==> src/rbnp_pkg.sv <==
// shared constants for the ray box nearest pick block
package rbnp_pkg;

   localparam int FRAC_BITS = 16;
   localparam int T_BITS    = 32;
   localparam int DIST_BITS = 31;
   localparam int Q_BITS    = 31;
   localparam int ID_BITS   = 32;
   localparam int NUM_AXES  = 3;
   localparam int NUM_DIVS  = 6;
   localparam int CSR_IDX_BITS = 3;

   localparam logic [DIST_BITS-1:0] T_SAT = {DIST_BITS{1'b1}};

   // register indexes of the configuration port
   localparam logic [CSR_IDX_BITS-1:0] CSR_ORIGIN_X = 3'd0;
   localparam logic [CSR_IDX_BITS-1:0] CSR_ORIGIN_Y = 3'd1;
   localparam logic [CSR_IDX_BITS-1:0] CSR_ORIGIN_Z = 3'd2;
   localparam logic [CSR_IDX_BITS-1:0] CSR_DIR_X    = 3'd3;
   localparam logic [CSR_IDX_BITS-1:0] CSR_DIR_Y    = 3'd4;
   localparam logic [CSR_IDX_BITS-1:0] CSR_DIR_Z    = 3'd5;

endpackage

==> src/rbnp_div.sv <==
// restoring divider, one quotient bit per step, saturating signed result
module rbnp_div #(
   parameter int COORD_WIDTH = 32
) (
   input  logic                           clock,
   input  logic                           load,
   input  logic                           step,
   input  logic [COORD_WIDTH:0]           num_mag,
   input  logic [COORD_WIDTH-1:0]         den_mag,
   input  logic                           neg,
   output logic signed [rbnp_pkg::T_BITS-1:0] t
);

   localparam int HI_BITS = COORD_WIDTH + 1 - (rbnp_pkg::Q_BITS - rbnp_pkg::FRAC_BITS);
   localparam int LO_NUM  = rbnp_pkg::Q_BITS - rbnp_pkg::FRAC_BITS;

   logic [COORD_WIDTH:0]            rem_ff, rem_in;
   logic [rbnp_pkg::Q_BITS-1:0]     low_ff, low_in;
   logic [rbnp_pkg::Q_BITS-1:0]     q_ff, q_in;
   logic                            ovf_ff, ovf_in;
   logic                            neg_ff, neg_in;
   logic [COORD_WIDTH:0]            num_hi;
   logic [COORD_WIDTH+1:0]          rem2;
   logic [COORD_WIDTH+1:0]          den2;
   logic [rbnp_pkg::DIST_BITS-1:0]  mag;

   assign num_hi = {{(COORD_WIDTH + 1 - HI_BITS){1'b0}}, num_mag[COORD_WIDTH:LO_NUM]};
   assign rem2   = {rem_ff, low_ff[rbnp_pkg::Q_BITS-1]};
   assign den2   = {2'b00, den_mag};

   always_comb begin
      rem_in = rem_ff;
      low_in = low_ff;
      q_in   = q_ff;
      ovf_in = ovf_ff;
      neg_in = neg_ff;
      if (load) begin
         rem_in = num_hi;
         low_in = {num_mag[LO_NUM-1:0], {rbnp_pkg::FRAC_BITS{1'b0}}};
         q_in   = '0;
         ovf_in = (num_hi >= {1'b0, den_mag});
         neg_in = neg;
      end else if (step) begin
         low_in = {low_ff[rbnp_pkg::Q_BITS-2:0], 1'b0};
         if (rem2 >= den2) begin
            rem_in = (COORD_WIDTH+1)'(rem2 - den2);
            q_in   = {q_ff[rbnp_pkg::Q_BITS-2:0], 1'b1};
         end else begin
            rem_in = rem2[COORD_WIDTH:0];
            q_in   = {q_ff[rbnp_pkg::Q_BITS-2:0], 1'b0};
         end
      end
   end

   always_ff @(posedge clock) begin
      rem_ff <= rem_in;
      low_ff <= low_in;
      q_ff   <= q_in;
      ovf_ff <= ovf_in;
      neg_ff <= neg_in;
   end

   assign mag = ovf_ff ? rbnp_pkg::T_SAT : q_ff;
   assign t   = neg_ff ? -$signed({1'b0, mag}) : $signed({1'b0, mag});

endmodule

==> src/rbnp_front.sv <==
// front end: takes boxes, forms slab numerators, flags parallel misses, queues jobs
module rbnp_front #(
   parameter int COORD_WIDTH = 32
) (
   input  logic                          clock,
   input  logic                          reset,
   input  logic signed [COORD_WIDTH-1:0] origin [rbnp_pkg::NUM_AXES],
   input  logic signed [COORD_WIDTH-1:0] dir    [rbnp_pkg::NUM_AXES],
   input  logic                          push,
   output logic                          full,
   input  logic signed [COORD_WIDTH-1:0] box_min [rbnp_pkg::NUM_AXES],
   input  logic signed [COORD_WIDTH-1:0] box_max [rbnp_pkg::NUM_AXES],
   input  logic [rbnp_pkg::ID_BITS-1:0]  box_id,
   input  logic                          last_candidate,
   output logic                          job_valid,
   input  logic                          job_pop,
   output logic [COORD_WIDTH:0]          job_num_mag [rbnp_pkg::NUM_DIVS],
   output logic                          job_num_neg [rbnp_pkg::NUM_DIVS],
   output logic [rbnp_pkg::NUM_AXES-1:0] job_par,
   output logic                          job_par_miss,
   output logic [rbnp_pkg::ID_BITS-1:0]  job_id,
   output logic                          job_last
);

   logic [COORD_WIDTH:0]          mag_ff  [2][rbnp_pkg::NUM_DIVS];
   logic                          neg_ff  [2][rbnp_pkg::NUM_DIVS];
   logic [rbnp_pkg::NUM_AXES-1:0] par_ff  [2];
   logic                          miss_ff [2];
   logic [rbnp_pkg::ID_BITS-1:0]  id_ff   [2];
   logic                          last_ff [2];
   logic                          wr_ptr_ff, rd_ptr_ff;
   logic [1:0]                    count_ff;

   logic signed [COORD_WIDTH:0]   diff    [rbnp_pkg::NUM_DIVS];
   logic [COORD_WIDTH:0]          mag_in  [rbnp_pkg::NUM_DIVS];
   logic                          neg_in  [rbnp_pkg::NUM_DIVS];
   logic [rbnp_pkg::NUM_AXES-1:0] par_in;
   logic                          miss_in;
   logic                          do_push;

   always_comb begin
      miss_in = 1'b0;
      for (int a = 0; a < rbnp_pkg::NUM_AXES; a++) begin
         diff[2*a]   = $signed({box_min[a][COORD_WIDTH-1], box_min[a]})
                     - $signed({origin[a][COORD_WIDTH-1], origin[a]});
         diff[2*a+1] = $signed({box_max[a][COORD_WIDTH-1], box_max[a]})
                     - $signed({origin[a][COORD_WIDTH-1], origin[a]});
         par_in[a] = (dir[a] == '0);
         if (par_in[a] && ((origin[a] < box_min[a]) || (origin[a] > box_max[a])))
            miss_in = 1'b1;
      end
      for (int k = 0; k < rbnp_pkg::NUM_DIVS; k++) begin
         neg_in[k] = diff[k][COORD_WIDTH];
         mag_in[k] = neg_in[k] ? (COORD_WIDTH+1)'(-diff[k]) : $unsigned(diff[k]);
      end
   end

   assign full      = (count_ff == 2'd2);
   assign do_push   = push && !full;
   assign job_valid = (count_ff != 2'd0);

   always_ff @(posedge clock) begin
      if (do_push) begin
         mag_ff[wr_ptr_ff]  <= mag_in;
         neg_ff[wr_ptr_ff]  <= neg_in;
         par_ff[wr_ptr_ff]  <= par_in;
         miss_ff[wr_ptr_ff] <= miss_in;
         id_ff[wr_ptr_ff]   <= box_id;
         last_ff[wr_ptr_ff] <= last_candidate;
      end
   end

   always_ff @(posedge clock) begin
      if (reset) begin
         wr_ptr_ff <= 1'b0;
         rd_ptr_ff <= 1'b0;
         count_ff  <= 2'd0;
      end else begin
         if (do_push)
            wr_ptr_ff <= !wr_ptr_ff;
         if (job_pop && job_valid)
            rd_ptr_ff <= !rd_ptr_ff;
         count_ff <= count_ff + 2'(do_push) - 2'(job_pop && job_valid);
      end
   end

   assign job_num_mag  = mag_ff[rd_ptr_ff];
   assign job_num_neg  = neg_ff[rd_ptr_ff];
   assign job_par      = par_ff[rd_ptr_ff];
   assign job_par_miss = miss_ff[rd_ptr_ff];
   assign job_id       = id_ff[rd_ptr_ff];
   assign job_last     = last_ff[rd_ptr_ff];

endmodule

==> src/rbnp_back.sv <==
// back end: six slab dividers, slab merge, nearest hit tracking, result queue
module rbnp_back #(
   parameter int COORD_WIDTH = 32
) (
   input  logic                          clock,
   input  logic                          reset,
   input  logic signed [COORD_WIDTH-1:0] dir [rbnp_pkg::NUM_AXES],
   input  logic                          job_valid,
   output logic                          job_pop,
   input  logic [COORD_WIDTH:0]          job_num_mag [rbnp_pkg::NUM_DIVS],
   input  logic                          job_num_neg [rbnp_pkg::NUM_DIVS],
   input  logic [rbnp_pkg::NUM_AXES-1:0] job_par,
   input  logic                          job_par_miss,
   input  logic [rbnp_pkg::ID_BITS-1:0]  job_id,
   input  logic                          job_last,
   output logic                          rsp_empty,
   input  logic                          rsp_pop,
   output logic                          rsp_found,
   output logic [rbnp_pkg::ID_BITS-1:0]  rsp_best_entity,
   output logic [rbnp_pkg::DIST_BITS-1:0] rsp_nearest_distance
);

   typedef enum logic [1:0] {ST_IDLE, ST_RUN, ST_MERGE} state_type;

   localparam logic [4:0] LAST_STEP = 5'(rbnp_pkg::Q_BITS - 1);

   state_type                     state_ff;
   logic [4:0]                    cnt_ff;
   logic [rbnp_pkg::NUM_AXES-1:0] par_ff;
   logic                          miss_ff;
   logic [rbnp_pkg::ID_BITS-1:0]  id_ff;
   logic                          last_ff;

   logic [rbnp_pkg::DIST_BITS-1:0] best_dist_ff;
   logic [rbnp_pkg::ID_BITS-1:0]   best_id_ff;
   logic                           any_hit_ff;

   logic                           r_found_ff [2];
   logic [rbnp_pkg::ID_BITS-1:0]   r_id_ff    [2];
   logic [rbnp_pkg::DIST_BITS-1:0] r_dist_ff  [2];
   logic                           r_wr_ff, r_rd_ff;
   logic [1:0]                     out_cnt_ff;

   logic                           div_load, div_step;
   logic signed [rbnp_pkg::T_BITS-1:0] t [rbnp_pkg::NUM_DIVS];
   logic [COORD_WIDTH-1:0]         den_mag [rbnp_pkg::NUM_AXES];

   logic signed [rbnp_pkg::T_BITS:0] tmin, tmax, t_lo, t_hi;
   logic                           hit, take;
   logic [rbnp_pkg::DIST_BITS-1:0] hit_dist;
   logic                           res_push, res_pop;
   logic [rbnp_pkg::DIST_BITS-1:0] new_dist;
   logic [rbnp_pkg::ID_BITS-1:0]   new_id;
   logic                           new_any;

   assign job_pop  = (state_ff == ST_IDLE) && job_valid && (out_cnt_ff != 2'd2);
   assign div_load = job_pop;
   assign div_step = (state_ff == ST_RUN);

   for (genvar a = 0; a < rbnp_pkg::NUM_AXES; a++) begin : g_axis
      assign den_mag[a] = dir[a][COORD_WIDTH-1] ? COORD_WIDTH'(-dir[a]) : dir[a];
      for (genvar s = 0; s < 2; s++) begin : g_side
         rbnp_div #(.COORD_WIDTH(COORD_WIDTH)) u_div (
            .clock   (clock),
            .load    (div_load),
            .step    (div_step),
            .num_mag (job_num_mag[2*a+s]),
            .den_mag (den_mag[a]),
            .neg     (job_num_neg[2*a+s] ^ dir[a][COORD_WIDTH-1]),
            .t       (t[2*a+s])
         );
      end
   end

   // slab merge over the three axes
   always_comb begin
      tmin = {1'b1, {rbnp_pkg::T_BITS{1'b0}}};
      tmax = {1'b0, {rbnp_pkg::T_BITS{1'b1}}};
      for (int a = 0; a < rbnp_pkg::NUM_AXES; a++) begin
         if (t[2*a] > t[2*a+1]) begin
            t_lo = (rbnp_pkg::T_BITS+1)'(t[2*a+1]);
            t_hi = (rbnp_pkg::T_BITS+1)'(t[2*a]);
         end else begin
            t_lo = (rbnp_pkg::T_BITS+1)'(t[2*a]);
            t_hi = (rbnp_pkg::T_BITS+1)'(t[2*a+1]);
         end
         if (!par_ff[a]) begin
            if (t_lo > tmin) tmin = t_lo;
            if (t_hi < tmax) tmax = t_hi;
         end
      end
      hit      = !miss_ff && (tmin <= tmax) && !tmax[rbnp_pkg::T_BITS];
      hit_dist = tmin[rbnp_pkg::T_BITS] ? '0 : tmin[rbnp_pkg::DIST_BITS-1:0];
      take     = hit && (!any_hit_ff || (hit_dist < best_dist_ff));
      new_dist = take ? hit_dist : best_dist_ff;
      new_id   = take ? id_ff : best_id_ff;
      new_any  = take || any_hit_ff;
   end

   assign res_push = (state_ff == ST_MERGE) && last_ff;
   assign res_pop  = rsp_pop && !rsp_empty;

   always_ff @(posedge clock) begin
      if (reset) begin
         state_ff     <= ST_IDLE;
         cnt_ff       <= '0;
         par_ff       <= '0;
         miss_ff      <= 1'b0;
         id_ff        <= '0;
         last_ff      <= 1'b0;
         best_dist_ff <= rbnp_pkg::T_SAT;
         best_id_ff   <= '0;
         any_hit_ff   <= 1'b0;
      end else begin
         case (state_ff)
            ST_IDLE: begin
               if (job_pop) begin
                  par_ff   <= job_par;
                  miss_ff  <= job_par_miss;
                  id_ff    <= job_id;
                  last_ff  <= job_last;
                  cnt_ff   <= '0;
                  state_ff <= ST_RUN;
               end
            end
            ST_RUN: begin
               cnt_ff <= cnt_ff + 5'd1;
               if (cnt_ff == LAST_STEP)
                  state_ff <= ST_MERGE;
            end
            ST_MERGE: begin
               if (last_ff) begin
                  best_dist_ff <= rbnp_pkg::T_SAT;
                  best_id_ff   <= '0;
                  any_hit_ff   <= 1'b0;
               end else begin
                  best_dist_ff <= new_dist;
                  best_id_ff   <= new_id;
                  any_hit_ff   <= new_any;
               end
               state_ff <= ST_IDLE;
            end
            default: state_ff <= ST_IDLE;
         endcase
      end
   end

   always_ff @(posedge clock) begin
      if (res_push) begin
         r_found_ff[r_wr_ff] <= new_any;
         r_id_ff[r_wr_ff]    <= new_any ? new_id : '0;
         r_dist_ff[r_wr_ff]  <= new_any ? new_dist : '0;
      end
   end

   always_ff @(posedge clock) begin
      if (reset) begin
         r_wr_ff    <= 1'b0;
         r_rd_ff    <= 1'b0;
         out_cnt_ff <= 2'd0;
      end else begin
         if (res_push) r_wr_ff <= !r_wr_ff;
         if (res_pop)  r_rd_ff <= !r_rd_ff;
         out_cnt_ff <= out_cnt_ff + 2'(res_push) - 2'(res_pop);
      end
   end

   assign rsp_empty            = (out_cnt_ff == 2'd0);
   assign rsp_found            = r_found_ff[r_rd_ff];
   assign rsp_best_entity      = r_id_ff[r_rd_ff];
   assign rsp_nearest_distance = r_dist_ff[r_rd_ff];

   a_out_room: assert property (@(posedge clock) disable iff (reset)
      res_push |-> (out_cnt_ff != 2'd2 || res_pop))
      else $error("result pushed into a full queue");

   a_run_ends: assert property (@(posedge clock) disable iff (reset)
      (state_ff == ST_RUN && cnt_ff == LAST_STEP) |=> (state_ff == ST_MERGE))
      else $error("divide run did not end in merge");

   a_clear_state: assert property (@(posedge clock) disable iff (reset)
      !any_hit_ff |-> (best_id_ff == '0 && best_dist_ff == rbnp_pkg::T_SAT))
      else $error("best hit state not clear without a hit");

   a_cleared_after_last: assert property (@(posedge clock) disable iff (reset)
      res_push |=> !any_hit_ff)
      else $error("query state kept after last candidate");

endmodule

==> src/ray_box_nearest_pick.sv <==
// top level of the ray box nearest pick block
// Tests a ray, whose origin and direction sit in six configuration registers
// (signed Q16.16), against a stream of axis-aligned boxes with the slab method
// and reports the nearest hit of each query. A request carries one box, its
// entity id and a last flag; a request with the last flag set ends the query
// and produces one response (found, entity id, distance), after which the
// nearest hit state is cleared. Each box passes the back end as a load, then
// the six restoring slab dividers running side by side (one quotient bit each
// per cycle), then a merge, before the next box is taken. The front end
// forms the slab numerators in the cycle a request is taken and holds up to two
// waiting requests, and up to two responses wait in the response queue, so
// either side may stall for a while without holding up the other. Write the
// configuration registers only while no request is in flight.
module ray_box_nearest_pick #(
   parameter int COORD_WIDTH = 32
) (
   input  logic                                  clock,
   input  logic                                  reset,
   // configuration write port
   input  logic                                  csr_we,
   input  logic [rbnp_pkg::CSR_IDX_BITS-1:0]     csr_index,
   input  logic [COORD_WIDTH-1:0]                csr_wdata,
   // request queue side
   input  logic                                  req_push,
   output logic                                  req_full,
   input  logic signed [COORD_WIDTH-1:0]         req_box_min_x,
   input  logic signed [COORD_WIDTH-1:0]         req_box_min_y,
   input  logic signed [COORD_WIDTH-1:0]         req_box_min_z,
   input  logic signed [COORD_WIDTH-1:0]         req_box_max_x,
   input  logic signed [COORD_WIDTH-1:0]         req_box_max_y,
   input  logic signed [COORD_WIDTH-1:0]         req_box_max_z,
   input  logic [rbnp_pkg::ID_BITS-1:0]          req_entity_id,
   input  logic                                  req_last_candidate,
   // response queue side
   output logic                                  rsp_empty,
   input  logic                                  rsp_pop,
   output logic                                  rsp_found,
   output logic [rbnp_pkg::ID_BITS-1:0]          rsp_best_entity,
   output logic [rbnp_pkg::DIST_BITS-1:0]        rsp_nearest_distance
);

   // ray registers
   logic signed [COORD_WIDTH-1:0] origin_ff [rbnp_pkg::NUM_AXES];
   logic signed [COORD_WIDTH-1:0] dir_ff    [rbnp_pkg::NUM_AXES];

   logic signed [COORD_WIDTH-1:0] box_min [rbnp_pkg::NUM_AXES];
   logic signed [COORD_WIDTH-1:0] box_max [rbnp_pkg::NUM_AXES];

   // job queue between front and back
   logic                          job_valid, job_pop;
   logic [COORD_WIDTH:0]          job_num_mag [rbnp_pkg::NUM_DIVS];
   logic                          job_num_neg [rbnp_pkg::NUM_DIVS];
   logic [rbnp_pkg::NUM_AXES-1:0] job_par;
   logic                          job_par_miss;
   logic [rbnp_pkg::ID_BITS-1:0]  job_id;
   logic                          job_last;

   // writes to indexes beyond the register list are dropped
   always_ff @(posedge clock) begin
      if (reset) begin
         origin_ff[0] <= '0;
         origin_ff[1] <= '0;
         origin_ff[2] <= '0;
         dir_ff[0]    <= '0;
         dir_ff[1]    <= '0;
         dir_ff[2]    <= COORD_WIDTH'(32'd65536);
      end else if (csr_we) begin
         case (csr_index)
            rbnp_pkg::CSR_ORIGIN_X: origin_ff[0] <= csr_wdata;
            rbnp_pkg::CSR_ORIGIN_Y: origin_ff[1] <= csr_wdata;
            rbnp_pkg::CSR_ORIGIN_Z: origin_ff[2] <= csr_wdata;
            rbnp_pkg::CSR_DIR_X:    dir_ff[0]    <= csr_wdata;
            rbnp_pkg::CSR_DIR_Y:    dir_ff[1]    <= csr_wdata;
            rbnp_pkg::CSR_DIR_Z:    dir_ff[2]    <= csr_wdata;
            default: ;
         endcase
      end
   end

   assign box_min[0] = req_box_min_x;
   assign box_min[1] = req_box_min_y;
   assign box_min[2] = req_box_min_z;
   assign box_max[0] = req_box_max_x;
   assign box_max[1] = req_box_max_y;
   assign box_max[2] = req_box_max_z;

   // front end: numerators and parallel slab check
   rbnp_front #(.COORD_WIDTH(COORD_WIDTH)) u_front (
      .clock          (clock),
      .reset          (reset),
      .origin         (origin_ff),
      .dir            (dir_ff),
      .push           (req_push),
      .full           (req_full),
      .box_min        (box_min),
      .box_max        (box_max),
      .box_id         (req_entity_id),
      .last_candidate (req_last_candidate),
      .job_valid      (job_valid),
      .job_pop        (job_pop),
      .job_num_mag    (job_num_mag),
      .job_num_neg    (job_num_neg),
      .job_par        (job_par),
      .job_par_miss   (job_par_miss),
      .job_id         (job_id),
      .job_last       (job_last)
   );

   // back end: dividers, merge and nearest hit tracking
   rbnp_back #(.COORD_WIDTH(COORD_WIDTH)) u_back (
      .clock                (clock),
      .reset                (reset),
      .dir                  (dir_ff),
      .job_valid            (job_valid),
      .job_pop              (job_pop),
      .job_num_mag          (job_num_mag),
      .job_num_neg          (job_num_neg),
      .job_par              (job_par),
      .job_par_miss         (job_par_miss),
      .job_id               (job_id),
      .job_last             (job_last),
      .rsp_empty            (rsp_empty),
      .rsp_pop              (rsp_pop),
      .rsp_found            (rsp_found),
      .rsp_best_entity      (rsp_best_entity),
      .rsp_nearest_distance (rsp_nearest_distance)
   );

endmodule

==> config.mk <==
export PLATFORM = sky130hd
export DESIGN_NAME = ray_box_nearest_pick
export DESIGN_NICKNAME = d
export VERILOG_FILES = /design/src/rbnp_pkg.sv /design/src/rbnp_div.sv /design/src/rbnp_front.sv /design/src/rbnp_back.sv /design/src/ray_box_nearest_pick.sv
export SDC_FILE = /design/constraint.sdc
export NUM_CORES = 2
export LEC_CHECK = 0
export ABC_AREA = 1
export BUFFER_PORTS_ARGS = -buffer_cell sky130_fd_sc_hd__buf_2
export CAP_MARGIN = 20
export CORE_ASPECT_RATIO = 0.7
export CORE_MARGIN = 2
export CORE_UTILIZATION = 55
export DETAILED_ROUTE_END_ITERATION = 8
export PLACE_DENSITY_LB_ADDON = 0.3
export SETUP_SLACK_MARGIN = 0.02
export SYNTH_ARGS = -nofsm -noshare
export SYNTH_HDL_FRONTEND = slang
export SYNTH_SLANG_ARGS = --single-unit
==> constraint.sdc <==
create_clock -name clock -period 14.47 [get_ports clock]
set_clock_uncertainty 0.15 [all_clocks]
set_input_delay 2.1705 -clock clock [delete_from_list [all_inputs] [get_ports clock]]
set_output_delay 2.1705 -clock clock [all_outputs]
set_load 0.01 [all_outputs]
* After elaboration in Yosys (flattened, before gate mapping)
Memory sizes are Yosys's and may differ from the RTL's. A register that Yosys moved wholly into a read port is not among the register bits. Cells that the tools add are included.
Operators by class: $add $sub $neg 32, order comparisons 29, eq/ne operators 12, multiplexer cells 105, bitwise logic cells 6, reductions and logical operators 44
Operator list (number):
- 2-to-1 mux 33 bit | 30
- 2-to-1 mux 31 bit | 22
- 2-to-1 mux 32 bit | 12
- 2-to-1 mux 18 bit | 12
- greater-or-equal comparator 34 x 32 -> 1 bit | 6
- negation 33 bit | 6
- subtractor 32 x 32 -> 33 bit | 6
- subtractor 33 x 32 -> 33 bit | 6
- greater-or-equal comparator 18 x 32 -> 1 bit | 6
- > comparator 32 bit | 6
- negation 31 -> 32 bit | 6
- zero test 32 bit | 3
- < comparator 32 bit | 3
- negation 32 bit | 3
- > comparator 33 bit | 2
- < comparator 33 bit | 2
- > comparator 33 bit (second input constant) | 1
- less-or-equal comparator 33 bit | 1
- < comparator 33 bit (second input constant) | 1
- < comparator 31 bit | 1
- 2-to-1 mux 1 bit | 24
- AND reduction 2 bit | 9
- logical AND 1 bit | 12
- one-hot mux 5 bit (2 select lines) | 1
- 19 further kinds | 47
Word-level totals: flip-flop bits (word level) 757, memory bits (writable) 610, bits of input ports 265, output and inout bits 66, word-level logic and storage cells 290, memories kept 9
Memories:
- u_front.mag_ff | depth 2, bits a word 198, read ports 1, clocked after Yosys merged registers in 1, write ports 1, RTL line rbnp_front.sv:25 | logic [COORD_WIDTH:0] mag_ff [2][rbnp_pkg::NUM_DIVS];
- u_back.r_id_ff | depth 2, bits a word 32, read ports 1, clocked after Yosys merged registers in 1, write ports 1, RTL line rbnp_back.sv:39 | logic [rbnp_pkg::ID_BITS-1:0] r_id_ff [2];
- u_front.id_ff | depth 2, bits a word 32, read ports 1, clocked after Yosys merged registers in 1, write ports 1, RTL line rbnp_front.sv:29 | logic [rbnp_pkg::ID_BITS-1:0] id_ff [2];
- u_back.r_dist_ff | depth 2, bits a word 31, read ports 1, clocked after Yosys merged registers in 1, write ports 1, RTL line rbnp_back.sv:40 | logic [rbnp_pkg::DIST_BITS-1:0] r_dist_ff [2];
- u_front.neg_ff | depth 2, bits a word 6, read ports 1, clocked after Yosys merged registers in 1, write ports 1, RTL line rbnp_front.sv:26 | logic neg_ff [2][rbnp_pkg::NUM_DIVS];
- u_front.par_ff | depth 2, bits a word 3, read ports 1, clocked after Yosys merged registers in 1, write ports 1, RTL line rbnp_front.sv:27 | logic [rbnp_pkg::NUM_AXES-1:0] par_ff [2];
- +3 memories

* Logic depth before layout (Yosys ltp)
depth after elaboration 20, depth in mapped cells 87, depth with buffers taken out 79

* Hierarchy
A second synthesis with hierarchy kept.
Unflattened totals: cells, all modules 16829, area, all modules 114935.2 um^2
Modules (own cells, without submodules):
- rbnp_front | times used 1, cells an instance 5187, area each 39061.2 um^2, seq. area each 14574.0 um^2
- rbnp_div (u_back.g_axis[1].g_side[0].u_div ...) | times used 4, cells an instance 1217, area each 7616.1 um^2, seq. area each 1971.9 um^2
- rbnp_back | times used 1, cells an instance 3272, area each 22893.2 um^2, seq. area each 6105.9 um^2
- ray_box_nearest_pick | times used 1, cells an instance 1091, area each 7559.8 um^2, seq. area each 3843.7 um^2
- rbnp_div (u_back.g_axis[0].g_side[1].u_div) | times used 1, cells an instance 1209, area each 7516.0 um^2, seq. area each 1971.9 um^2
- rbnp_div (u_back.g_axis[0].g_side[0].u_div) | times used 1, cells an instance 1202, area each 7440.9 um^2, seq. area each 1971.9 um^2

* Worst setup path before layout
Ideal clock, no wire load.
path type input to register, start point input port req_push, end point memory u_front.id_ff[1][0] (netlist name), enable pin, setup time 0.849 ns, arrival time 12.316 ns, data required time 13.471 ns, slack 1.155 ns, stages 2, buffers on the path 0, cells stage by stage o21ai_0 -> nor2_1
Between the ends: longest elaborated chain between the ends 3
RTL lines:
- from (decl) | RTL line ray_box_nearest_pick.sv:24 | input logic req_push,
- logical AND 1 bit | RTL line rbnp_front.sv:59 | assign do_push = push && !full;
- 2-to-1 mux 1 bit | RTL line rbnp_front.sv:63 | if (do_push) begin
- 2-to-1 mux 1 bit (not written as such) | RTL line rbnp_front.sv:68 | id_ff[wr_ptr_ff] <= box_id;
- to (decl) | RTL line rbnp_front.sv:29
No other way between the ends.

* Worst setup path after layout
start point register u_back.g_axis[1].g_side[1].u_div.ovf_ff, end point memory u_back.r_dist_ff[1][15] (netlist name) (data pin)
Between the ends: longest elaborated chain between the ends 17, elaborated cells on any way between the ends 29, classes of those cells add/sub: 1; order compare: 7; mux: 15; reduce/logical: 6
RTL lines:
- from (decl) | RTL line rbnp_div.sv:20 | logic ovf_ff, ovf_in;
- from (signal assigned) | RTL line rbnp_div.sv:59 | ovf_ff <= ovf_in;
- 2-to-1 mux 31 bit * | RTL line rbnp_div.sv:63 | assign mag = ovf_ff ? rbnp_pkg::T_SAT : q_ff;
- negation 31 -> 32 bit | RTL line rbnp_div.sv:64 | assign t = neg_ff ? -$signed({1'b0, mag}) : $signed({1'b0, mag});
- 2-to-1 mux 32 bit * | RTL line rbnp_div.sv:64
- > comparator 32 bit | RTL line rbnp_back.sv:80 | if (t[2*a] > t[2*a+1]) begin
- 2-to-1 mux 33 bit | RTL line rbnp_back.sv:80
- > comparator 33 bit or < comparator 33 bit (tied branches) | RTL line rbnp_back.sv:88, rbnp_back.sv:89
- 2-to-1 mux 33 bit (on tied branches) | RTL line rbnp_back.sv:88, rbnp_back.sv:89
- 2-to-1 mux 33 bit | RTL line rbnp_back.sv:87 | if (!par_ff[a]) begin
- > comparator 33 bit or < comparator 33 bit (tied branches) | RTL line rbnp_back.sv:88, rbnp_back.sv:89
- 2-to-1 mux 33 bit (on tied branches) | RTL line rbnp_back.sv:88, rbnp_back.sv:89
- 2-to-1 mux 33 bit | RTL line rbnp_back.sv:87
- 2-to-1 mux 31 bit or less-or-equal comparator 33 bit (tied branches) | RTL line rbnp_back.sv:93, rbnp_back.sv:92
- < comparator 31 bit or logical AND 1 bit (tied branches) | RTL line rbnp_back.sv:94, rbnp_back.sv:92
- logical OR 1 bit or logical AND 1 bit (tied branches) | RTL line rbnp_back.sv:94, rbnp_back.sv:92
- logical AND 1 bit | RTL line rbnp_back.sv:94 | take = hit && (!any_hit_ff || (hit_dist < best_dist_ff));
- 2-to-1 mux 31 bit or logical OR 1 bit (tied branches) | RTL line rbnp_back.sv:95, rbnp_back.sv:97
- 2-to-1 mux 31 bit * | RTL line rbnp_back.sv:152 | r_dist_ff[r_wr_ff] <= new_any ? new_dist : '0;
- to (decl) | RTL line rbnp_back.sv:40
Mark *: on every way between the ends. The rest lies on a longest branch, timed or not.

==> flow_summary.ini <==
[timing]
finalCritPeriodShare_pct = 92.5
hold_viol = 0
min_period_ns = 13.38
fin_tns_setup_ns = 0
rsz0062_at_grt = no
final-setup-viol-count = 0
tightest_slew_ns = 1.25
fmax_mhz = 74.7
slew_headroom_pct = 16.4
drv_slew = 0

[setup_path]
path_max_fanout = 65
crit_required_ns = 14.81
rrSetupSlack_ns = 1.09
crit_arrival_ns = 13.73
path_class = flip-flop to flip-flop
slowest_delay_ns = 0.61
cp-end-kind = flip-flop
cpMaxStageDelayCell = xor2_1
r2r-start = u_back.g_axis[1].g_side[1].u_div.ovf_ff$_DFFE_PP_
timing.rr.end = u_back.r_dist_ff[1][15]$_DFFE_PP_
r2r_cells = 66
critPathMostFrequentCell = nand2_1
setup.worst_path.start_class = flip-flop

[synthesis]
netlist_area_um2 = 92800
synthTopCellsByCount = nand2_1, inv_1, o21ai_0
synthTopCellsByArea = edfxtp_1, dfxtp_1, ha_1
ys_seq_area_share_pct = 39.2
synth.distinct_cells = 70
synth_cells = 11600
yosys.area.top_type_share_pct = 26.5
ys_warn_count = 0
synth_seq_cells = 1406
synth_edf_count = 820
synth_ff_type = edfxtp_1
synth_top_area_cell = edfxtp_1
syn_avg_cell_area_um2 = 8.00
yosysMostFrequentCell = nand2_1
synth-async-reset-ratio_pct = 0
syn_nets = 12700

[floorplanning]
ios = 331
die_w_um = 495
start_util_pct = 55.2
die_h_um = 348
dieArea_um2 = 172000
rows = 126
coreArea_um2 = 168000

[global_routing]
grt_max_degree = 197
antenna_found_initial = 29
overflow = 0
grt_pass1_vias = 75900
grt.total_usage_pct = 32.6
grt_pass1_wl_mm = 439

[finish]
layout-drive-gt1-share_pct = 7.51
syn2layout_area_growth_pct = 9.82
multi_input_area_um2 = 50100
final_nets = 12800
fillCellCount = 14600
seq_area_um2 = 36400

[clock_network]
clk_pin_slew_ns = 0.06
htree_levels = 4
clock_sinks = 1406
clk_latency_ns = 0.81
numCtsBuffers = 144
clock_path_buffers = 3
tritoncts = yes
root_buffer = clkbuf_16
hold_buffers = 0

[routing]
drt_iter0_markers = 9119
drc = 0
totalWireLength_mm = 288
drtPass1Iterations = 7
via_per_inst = 5.84
wire_per_inst_um = 20.4
ant_nets = 0
vias = 82600

[min_path]
whs_endpoint = u_front.count_ff[1]$_SDFF_PP0_
whs_path_depth = 1
hold_class = flip-flop to flip-flop
hold_path.startpoint = u_front.count_ff[1]$_SDFF_PP0_

[run]
cap_violations = 0

[placement]
gp_congestion = 0.983
dp_hpwl_mm = 212
numPortBuffers = 330

[status]
outcome = finished clean
## through the flow
step                cells  setup slack (ns)  hold slack (ns)  instance area (um2)  util, %
global route        14100            0.0702            0.329               102000     60.6
floorplan           11600              1.15            0.272                92800        -
global placement    13800             0.537            0.281                96600     57.5
detailed placement  13800             0.315            0.297                96600     57.5
finish              14100              1.09            0.311               102000     60.7
CTS                 14100             0.207            0.306               102000     60.5
## layer usage
layer | track usage [%] | part of all wire [%] | vias to the layer above | wire length (um)
met3 | 5.49 | 9.3 | 466 | 26800
met2 | 46.3 | 41 | 3532 | 117000
met4 | 10.6 | 3.3 | 2 | 9380
met5 | 0 | 0.0052 | - | 15
li1 | - | - | 39700 | -
met1 | 49.8 | 47 | 38900 | 135000
## state kept, by name, summed over array words and instances, names as in the netlist, 31 cells and up, named ones only
register and cells:
u_front.id_ff 64, u_back.r_dist_ff 62, u_back.r_id_ff 64, u_back.best_id_ff 32
u_back.best_dist_ff 31, u_back.g_axis.g_side.u_div.q_ff 186, u_back.g_axis.g_side.u_div.rem_ff 198, u_back.g_axis.g_side.u_div.low_ff 90
u_front.mag_ff 396, u_back.id_ff 32, origin_ff 96, dir_ff 96
## timing repair
item / CTS / global route
gates resized for setup: 0 / 38
endpoints found under the setup margin: 0 / 192
buffers inserted: 0 / 6
## final cells by class
class | instances | area share, %
flip-flops and latches | 1406 | 35.7
repair buffers | 453 | 2.74
inverters | 1256 | 4.67
well taps | 2240 | 2.75
clock buffers | 192 | 3.89
multi-input cells | 8496 | 49.2
diodes | 25 | 0.0614
clock inverters | 76 | 1.06
## how the worst max path moves through the flow
stage,start,endpoint,depth (start not counted)
floorplan,req_push,u_front.id_ff[1][0]$_DFFE_PP_,2
global placement,u_back.g_axis[1].g_side[1].u_div.ovf_ff$_DFFE_PP_,u_back.r_id_ff[0][14]$_DFFE_PP_,68
detailed placement,u_back.g_axis[1].g_side[1].u_div.ovf_ff$_DFFE_PP_,u_back.r_dist_ff[0][7]$_DFFE_PP_,68
CTS,u_back.g_axis[1].g_side[1].u_div.ovf_ff$_DFFE_PP_,u_back.r_dist_ff[1][15]$_DFFE_PP_,68
global route,u_back.g_axis[1].g_side[0].u_div.ovf_ff$_DFFE_PP_,u_back.r_dist_ff[0][15]$_DFFE_PP_,73
finish,u_back.g_axis[1].g_side[1].u_div.ovf_ff$_DFFE_PP_,u_back.r_dist_ff[1][15]$_DFFE_PP_,66
## cells in the final DEF (no fill, tap or decap), types with 331 or more instances in the layout
master	count
ha_1	805
nor2_1	1011
edfxtp_1	820
nand2_1	2334
o21ai_0	1023
dfxtp_1	584
a21oi_1	936
buf_2	331
xor2_1	514
inv_1	1237
## cell families after synthesis
group                    after synthesis  synth area share [%]
AND/OR/NAND/NOR                     4124                  18.3
XOR/XNOR                             787                  7.43
adder cells (fa/ha/maj)              817                  11.1
AO/OA/AOI/OAI                       2698                  16.1
buffers and inverters               1707                  7.02
multiplexers                          70                 0.841
flip-flops                          1406                  39.2
## critical path: cells and delay by family, from the launching register on
family,cells,cell delay [ns]
and+or+nand+nor,30,4.31
AOI/OAI and AO/OA,22,4.15
buffers and inverters,8,1.91
adders and majority gates,4,1.32
xor gates and xnor gates,2,0.74
DFF,1,0.40
Power is left out: the tool's default activity adds up to more than one toggle a clock period on the data nets, which glitch-free logic cannot reach.
